**src/sv/cnas_pkg.sv**
```systemverilog
// Shared types, constants and fixed-point helpers for the Crank-Nicolson advection solver.
// No dependencies; every other file imports this package.
package cnas_pkg;

    localparam int NODES_DEFAULT = 64;
    localparam int SAMPLE_W      = 16;
    localparam int RHS_W         = 18;
    localparam int PROD_W        = 36;
    localparam int RND_W         = 22;
    localparam int DEN_W         = 20;
    localparam int NUM_W         = 21;
    localparam int STEP_W        = 10;
    localparam int CFG_IDX_W     = 3;
    localparam int CFG_DATA_W    = 16;
    localparam int COEF_FRAC     = 14;

    localparam logic [CFG_IDX_W-1:0] REG_EXPLICIT_COEF  = 3'd0;
    localparam logic [CFG_IDX_W-1:0] REG_IMPLICIT_COEF  = 3'd1;
    localparam logic [CFG_IDX_W-1:0] REG_STEP_COUNT     = 3'd2;
    localparam logic [CFG_IDX_W-1:0] REG_BOUNDARY_LEFT  = 3'd3;
    localparam logic [CFG_IDX_W-1:0] REG_BOUNDARY_RIGHT = 3'd4;

    localparam logic signed [SAMPLE_W-1:0] EXPLICIT_RESET = 16'sd406;
    localparam logic signed [SAMPLE_W-1:0] IMPLICIT_RESET = 16'sd406;
    localparam logic [STEP_W-1:0]          STEPS_RESET    = 10'd100;
    localparam logic signed [SAMPLE_W-1:0] BOUND_RESET    = 16'sd4096;

    localparam logic signed [DEN_W-1:0] COEF_ONE = 20'sd16384;

    typedef enum logic [4:0] {
        S_LOAD, S_STEP_CHK,
        S_F_RDL, S_F_RDC, S_F_RDR, S_F_CAPR, S_F_MUL, S_F_D, S_F_DEN, S_F_NUM,
        S_F_DIVC, S_F_WC, S_F_DIVD, S_F_WD,
        S_B_RD0, S_B_LD, S_B_WT, S_B_MUL, S_B_X,
        S_BL, S_BR,
        S_E_RD, S_E_LD, S_E_W
    } state_t;

    typedef enum logic [1:0] {RD_PREV, RD_CUR, RD_NEXT} rd_sel_t;
    typedef enum logic [1:0] {MUL_DIFF, MUL_MCP, MUL_MDP, MUL_CPX} mul_sel_t;

    typedef struct packed {
        logic     load_wr;
        logic     set_n;
        logic     idx_clr;
        logic     idx_inc;
        logic     idx_dec;
        logic     step_clr;
        logic     step_inc;
        logic     sweep_clr;
        rd_sel_t  rd_sel;
        logic     cap_l;
        logic     cap_c;
        logic     cap_r;
        mul_sel_t mul_sel;
        logic     d_en;
        logic     den_en;
        logic     num_en;
        logic     div_start;
        logic     div_dp;
        logic     cp_en;
        logic     dp_en;
        logic     xl_en;
        logic     xc_en;
        logic     bl_wr;
        logic     br_wr;
        logic     out_load;
    } cmd_t;

    typedef struct packed {
        logic idx_zero;
        logic idx_end;
        logic idx_full;
        logic steps_done;
        logic div_done;
        logic out_taken;
    } sts_t;

    // round half up to Q.14 drop: floor((p + 2^13) / 2^14)
    function automatic logic signed [RND_W-1:0] rnd_q14(input logic signed [PROD_W-1:0] p);
        logic signed [PROD_W:0] s;
        s = (PROD_W+1)'(p) + 37'sd8192;
        return s[COEF_FRAC+RND_W-1:COEF_FRAC];
    endfunction

    function automatic logic signed [RHS_W-1:0] sat_rhs(input logic signed [23:0] v);
        if (v > 24'sd131071)
            return 18'sd131071;
        else if (v < -24'sd131072)
            return -18'sd131072;
        else
            return v[RHS_W-1:0];
    endfunction

    function automatic logic signed [SAMPLE_W-1:0] sat_sample(input logic signed [23:0] v);
        if (v > 24'sd32767)
            return 16'sd32767;
        else if (v < -24'sd32768)
            return -16'sd32768;
        else
            return v[SAMPLE_W-1:0];
    endfunction

endpackage

```
**src/sv/cnas_ctrl.sv**
```systemverilog
// Sequencer for load, forward sweep, back substitution, boundary forcing and emit.
// Depends on cnas_pkg.
module cnas_ctrl
    import cnas_pkg::*;
(
    input  logic aclk,
    input  logic aresetn,
    input  logic s_tvalid,
    input  logic s_tlast,
    output logic s_tready,
    input  sts_t sts,
    output cmd_t cmd
);

    state_t state_reg, state_next;

    always_ff @(posedge aclk) begin
        if (!aresetn) begin
            state_reg <= S_LOAD;
        end else begin
            state_reg <= state_next;
        end
    end

    always_comb begin
        state_next = state_reg;
        cmd        = '0;
        cmd.rd_sel = RD_CUR;
        cmd.mul_sel = MUL_DIFF;
        s_tready   = 1'b0;
        case (state_reg)
            S_LOAD: begin
                s_tready = 1'b1;
                if (s_tvalid) begin
                    cmd.load_wr = 1'b1;
                    if (s_tlast || sts.idx_full) begin
                        cmd.set_n    = 1'b1;
                        cmd.step_clr = 1'b1;
                        state_next   = S_STEP_CHK;
                    end else begin
                        cmd.idx_inc = 1'b1;
                    end
                end
            end
            S_STEP_CHK: begin
                cmd.idx_clr = 1'b1;
                if (sts.steps_done) begin
                    state_next = S_E_RD;
                end else begin
                    cmd.sweep_clr = 1'b1;
                    state_next    = S_F_RDL;
                end
            end
            S_F_RDL: begin
                cmd.rd_sel = RD_PREV;
                state_next = S_F_RDC;
            end
            S_F_RDC: begin
                cmd.cap_l  = 1'b1;
                state_next = S_F_RDR;
            end
            S_F_RDR: begin
                cmd.cap_c  = 1'b1;
                cmd.rd_sel = RD_NEXT;
                state_next = S_F_CAPR;
            end
            S_F_CAPR: begin
                cmd.cap_r  = 1'b1;
                state_next = S_F_MUL;
            end
            S_F_MUL: begin
                cmd.mul_sel = MUL_DIFF;
                state_next  = S_F_D;
            end
            S_F_D: begin
                cmd.d_en    = 1'b1;
                cmd.mul_sel = MUL_MCP;
                state_next  = S_F_DEN;
            end
            S_F_DEN: begin
                cmd.den_en  = 1'b1;
                cmd.mul_sel = MUL_MDP;
                state_next  = S_F_NUM;
            end
            S_F_NUM: begin
                cmd.num_en = 1'b1;
                state_next = S_F_DIVC;
            end
            S_F_DIVC: begin
                cmd.div_start = 1'b1;
                state_next    = S_F_WC;
            end
            S_F_WC: begin
                if (sts.div_done) begin
                    cmd.cp_en  = 1'b1;
                    state_next = S_F_DIVD;
                end
            end
            S_F_DIVD: begin
                cmd.div_start = 1'b1;
                cmd.div_dp    = 1'b1;
                state_next    = S_F_WD;
            end
            S_F_WD: begin
                if (sts.div_done) begin
                    cmd.dp_en = 1'b1;
                    if (sts.idx_end) begin
                        state_next = S_B_RD0;
                    end else begin
                        cmd.idx_inc = 1'b1;
                        state_next  = S_F_RDL;
                    end
                end
            end
            S_B_RD0: begin
                state_next = S_B_LD;
            end
            S_B_LD: begin
                cmd.xl_en = 1'b1;
                if (sts.idx_zero) begin
                    state_next = S_BL;
                end else begin
                    cmd.idx_dec = 1'b1;
                    state_next  = S_B_WT;
                end
            end
            S_B_WT: begin
                state_next = S_B_MUL;
            end
            S_B_MUL: begin
                cmd.mul_sel = MUL_CPX;
                state_next  = S_B_X;
            end
            S_B_X: begin
                cmd.xc_en = 1'b1;
                if (sts.idx_zero) begin
                    state_next = S_BL;
                end else begin
                    cmd.idx_dec = 1'b1;
                    state_next  = S_B_WT;
                end
            end
            S_BL: begin
                cmd.bl_wr  = 1'b1;
                state_next = S_BR;
            end
            S_BR: begin
                cmd.br_wr    = 1'b1;
                cmd.step_inc = 1'b1;
                state_next   = S_STEP_CHK;
            end
            S_E_RD: begin
                state_next = S_E_LD;
            end
            S_E_LD: begin
                cmd.out_load = 1'b1;
                state_next   = S_E_W;
            end
            S_E_W: begin
                if (sts.out_taken) begin
                    if (sts.idx_end) begin
                        cmd.idx_clr = 1'b1;
                        state_next  = S_LOAD;
                    end else begin
                        cmd.idx_inc = 1'b1;
                        state_next  = S_E_RD;
                    end
                end
            end
            default: begin
                state_next = S_LOAD;
            end
        endcase
    end

endmodule

```
**config.mk**
```make
export PLATFORM = sky130hd
export DESIGN_NAME = cnas_ctrl
export DESIGN_NICKNAME = d
export VERILOG_FILES = /design/src/sv/cnas_pkg.sv /design/src/sv/cnas_ctrl.sv
export SDC_FILE = /design/constraint.sdc
export NUM_CORES = 1
export LEC_CHECK = 0
export BUFFER_PORTS_ARGS = -buffer_cell sky130_fd_sc_hd__buf_2
export CORE_AREA = 2 2 52 54
export CTS_BUF_LIST = sky130_fd_sc_hd__clkbuf_2
export DETAILED_ROUTE_END_ITERATION = 8
export DIE_AREA = 0 0 54 56
export GPL_TIMING_DRIVEN = 1
export PLACE_DENSITY = 0.63
export SYNTH_ARGS = -nofsm -noshare
export SYNTH_HDL_FRONTEND = slang
export SYNTH_SLANG_ARGS = --single-unit
export TNS_END_PERCENT = 10
```
**constraint.sdc**
```tcl
create_clock -name aclk -period 1.35 [get_ports aclk]
set_input_delay 0.0675 -clock aclk [delete_from_list [all_inputs] [get_ports aclk]]
set_output_delay 0.0675 -clock aclk [all_outputs]
set_load 0.1 [all_outputs]
```
==> Yosys cells after proc, flatten, opt, wreduce, memory -nomap -nowiden <==
Cells that the tools add are included.
{ "word_totals": {"register_bits": 5, "output_inout_bits": 28, "wordCells": 80} }
{ "classes": {"n_reduce_logical": 5, "muxes": 46, "eq_ne": 28} }
{ "ops": {"columns": ["op", "count"], "rows": [
  ["5-bit case mux with 23 select lines", 1],
  ["5-bit by 4-bit == test with 1-bit output, second input constant", 8],
  ["5-bit == test, second input constant", 8],
  ["5-bit two-way mux", 7],
  ["1-bit two-way mux", 29],
  ["5-bit by 3-bit == test with 1-bit output, second input constant", 4],
  ["5-bit by 2-bit == test with 1-bit output, second input constant", 2],
  ["2-bit != test, second input constant", 5],
  ["2-bit two-way mux", 4],
  ["2-bit case mux with 3 select lines", 1],
  ["5-bit by 1-bit == test with 1-bit output, second input constant", 1],
  ["5-bit logical NOT", 1],
  ["5-bit AND reduction", 1],
  ["4-bit two-way mux", 1],
  ["2-bit case mux with 2 select lines", 1],
  ["2-bit OR reduction", 2],
  ["1-bit case mux with 3 select lines", 1],
  ["1-bit case mux with 2 select lines", 1],
  ["1-bit logical OR", 1]
]} }

==> Depth between registers and ports, before layout <==
{ "logic_depth": {"depth_word": 4, "depth_mapped": 6} }

==> Worst setup path after synthesis <==
Ideal clock, no wire load.
{ "synth_timing": {"kind": "reg2out", "start": "register state_reg[4]", "end": "output cmd[23] (netlist bit)", "path_slack_ns": -3.393, "required_time_ns": 1.283, "arrival_time_ns": 4.675, "stages_incl_launch_ff": 6, "path_cell_list": "dfxtp_1 > buf_6 > nor3_1 > nor2b_1 > nand2_1 > o32ai_1"} }
{ "synth_lines": {"columns": ["item", "line_no", "source"], "rows": [
  ["from (decl)", "cnas_ctrl.sv:15", "state_t state_reg, state_next;"],
  ["from (signal assigned)", "cnas_ctrl.sv:21", "state_reg <= state_next;"],
  ["to (decl)", "cnas_ctrl.sv:12", "output cmd_t cmd"]
]} }

==> impl_metrics.tcl <==
set metrics [dict create \
    track_usage 0.2485 \
    drive_gt1_frac 0.7486 \
    timing.rr.start "state_reg[3]$_SDFFE_PN0P_" \
    p_per_area_nw_per_um2 1153 \
    path_cells "buf_6, or3b_4, nor2_2, buf_12" \
    final_util 0.8328 \
    synth_top_area_frac 0.1338 \
    yosysSeqAreaShare 0.1338 \
    fp.dieW_um 54 \
    setup_viol 32 \
    largest_register_ffs 5 \
    clkPwrFrac 0.066 \
    num_rows 18 \
    gr-total-overflow 0 \
    timing.rr.end "state_reg[2]$_SDFFE_PN0P_" \
    htree_levels 1 \
    cts.sinks 5 \
    synthCells 110 \
    netSwitchingFraction 0.5389 \
    antenna_cells 0 \
    sequentialPowerShare 0.100 \
    power.switching_mw 1.259 \
    crit_buf_inv 2 \
    drc_errors 0 \
    yosys_warnings 0 \
    cts_tree "built" \
    critPathTopFamily "simple AND/OR/NAND/NOR gates" \
    root_buffer "clkbuf_2" \
    grt_pass1_vias 1170 \
    fmax_mhz 583.3 \
    antenna_found_initial 0 \
    peakVddDrop_uv 1410 \
    fin_crit_sh 1.270 \
    firstDrtPassIters 4 \
    worstHoldPathType "in2reg" \
    core_area_um2 2432 \
    yosysTopAreaCell "dfxtp_1" \
    tightest_slew_ns 0.4414 \
    die_area_um2 3024 \
    violations "negative setup slack" \
    clockBufferDepth 2 \
    tns_ns -7.406 \
    dr_total_vias 1242 \
    hold_end "state_reg[4]$_SDFFE_PN0P_" \
    crit_path_start_kind "flip-flop" \
    critPathKind "reg2out" \
    internal_power_mw 1.077 \
    synth.cell_area_um2 748.2 \
    status "finished with violations" \
    r2r_slack_ns -0.30 \
    hold_viol_final 0 \
    drv_cap 0 \
    path_clk_slew_ns 0.07 \
    vias_per_cell 5.831 \
    synth.area.top_cells "dfxtp_1, buf_4, nor2_1" \
    place.port_buffers 37 \
    dpl.hpwl_mm 2.484 \
    routed_wirelength_mm 4.341 \
    place_congestion 0.9241 \
    grt_max_degree 10 \
    min_from "aresetn" \
    total_power_mw 2.336 \
    numCtsBuffers 3 \
    slowest_delay_ns 0.46 \
    synth-seq-cells 5 \
    area_growth_pct 170.7 \
    cp_slowest_cell "or3b_4" \
    cp_max_fo 7 \
    post_drt_wl_per_cell_um 20.38 \
    ios 38 \
    hold_buffers 0 \
    skew_ns 0.01484 \
    rsz0062_at_grt "true" \
    post-route-cell-area_um2 2026 \
    placed_area_um2 1667 \
    slew_headroom 0.7035 \
    p_leak_nw 0.8651 \
    start_util 0.3076 \
    grt_pass1_wl_mm 5.595 \
    r2r_cells 7 \
    power_frac_comb 0.834 \
    period_needed_ns 1.714 \
    critPathRequiredTime_ns 1.28 \
    slew_viol_final 0 \
    die_height_um 56 \
    cp-end-kind "primary output" \
    clk-insertion-delay-late_ns 0.25 \
    drtAntennaViolNets 0 \
    drtIter0Drc 50 \
    fin_hold_ws_ns 0.09906 \
    avgSynthCellArea_um2 6.802 \
    final_nets 194 \
    fin_ws_ns -0.3643 \
    synth_nets 120 \
    hold_path_depth 2 \
    synthDistinctLibCells 45 \
    critPathArrivalTime_ns 1.65 \
]
## power groups by stage
stage / sequential (mW) / combinational [mW] / clock [mW]
6_report: 0.234 / 1.95 / 0.155
5_1_grt: 0.234 / 2.01 / 0.150
4_1_cts: 0.236 / 1.75 / 0.145
3_5_place_dp: 0.222 / 1.57 / 0
3_3_place_gp: 0.215 / 1.55 / 0
2_1_floorplan: 0.183 / 1.06 / 0
## cell usage in the layout (no fill, tap or decap), drive strengths merged, types with 3 or more instances in the layout
master / n
a21oi: 6
buf: 82
clkbuf: 4
dfxtp: 5
inv: 5
nand2: 10
nand3b: 3
nand4: 4
nor2: 15
nor2b: 5
nor3: 6
o21a: 3
o21ai: 6
## worst reg2reg max path: stages, from the launching register on
cell and delay (ns):
dfxtp_4 0.39, buf_6 0.13, or3b_4 0.46, nor2_4 0.13, buf_4 0.12, a21oi_2 0.07, a31oi_1 0.14, o21a_1 0.13
## area by class of cell
cell class / count / area, um2
clock buffer: 4 / 20.02
fill: 118 / 406.6
inverter: 5 / 21.27
multi-input combinational: 87 / 818.3
sequential: 5 / 116.4
tap: 30 / 37.54
timing repair buffer: 82 / 1012
## worst max-delay path by stage
stage / startpoint / to / cells past startpoint
detailed placement: state_reg[4]$_SDFFE_PN0P_ / cmd[23] / 6
global placement: state_reg[4]$_SDFFE_PN0P_ / cmd[13] / 4
CTS: state_reg[3]$_SDFFE_PN0P_ / cmd[24] / 5
global route: state_reg[3]$_SDFFE_PN0P_ / cmd[24] / 5
floorplan: state_reg[2]$_SDFFE_PN0P_ / cmd[23] / 5
finish: state_reg[3]$_SDFFE_PN0P_ / cmd[16] / 4
## cell usage after synthesis (all sizes together)
| master | n |
|---|---|
| nor2 | 15 |
| xor2 | 1 |
| o21ai | 6 |
| and2 | 1 |
| inv | 5 |
| nand4 | 4 |
| or2 | 1 |
| nand4b | 1 |
| nand3b | 3 |
| a21oi | 6 |
| a31o | 1 |
| nor2b | 5 |
| a31oi | 1 |
| a2bb2oi | 1 |
| o221ai | 1 |
| o31ai | 2 |
| or3b | 1 |
| buf | 12 |
| nand2b | 2 |
| a211o | 2 |
| nor3 | 6 |
| o211ai | 1 |
| dfxtp | 5 |
| o21a | 3 |
| o22ai | 1 |
| o32ai | 2 |
| nor4 | 1 |
| a21boi | 2 |
| clkbuf | 1 |
| o41ai | 1 |
| nand2 | 10 |
| nand3 | 2 |
| a22oi | 1 |
| or3 | 2 |
| nor3b | 1 |
## per-layer routing
metal,track usage,vias to the layer above,routed length (um)
met5,0,-,0
met4,0.1107,0,314
met3,0.04301,27,330
met2,0.4599,77,2274
met1,0.2577,600,1422
li1,-,538,-
## logic make-up after synthesis
kind of cell / Yosys count / synth area share
DFF: 5 / 0.1338
xor gates and xnor gates: 1 / 0.01171
AOI/OAI and AO/OA: 31 / 0.2860
buffers and inverters: 18 / 0.1421
and+or+nand+nor: 55 / 0.4265
## stage by stage
step	instances	worst slack [ns]
2_1_floorplan	110	-0.9472
3_3_place_gp	198	-0.1453
5_1_grt	213	-0.3554
3_5_place_dp	198	-0.2349
4_1_cts	207	-0.2871
6_report	213	-0.3643
## what timing repair did
action | 4_1_cts | 5_1_grt
setup buffers | 5 | 6
gates resized for setup | 46 | 21
pin swaps | 8 | 13
endpoints found under the setup margin | 33 | 32
Note: power is estimated with default switching activity, not from simulation.
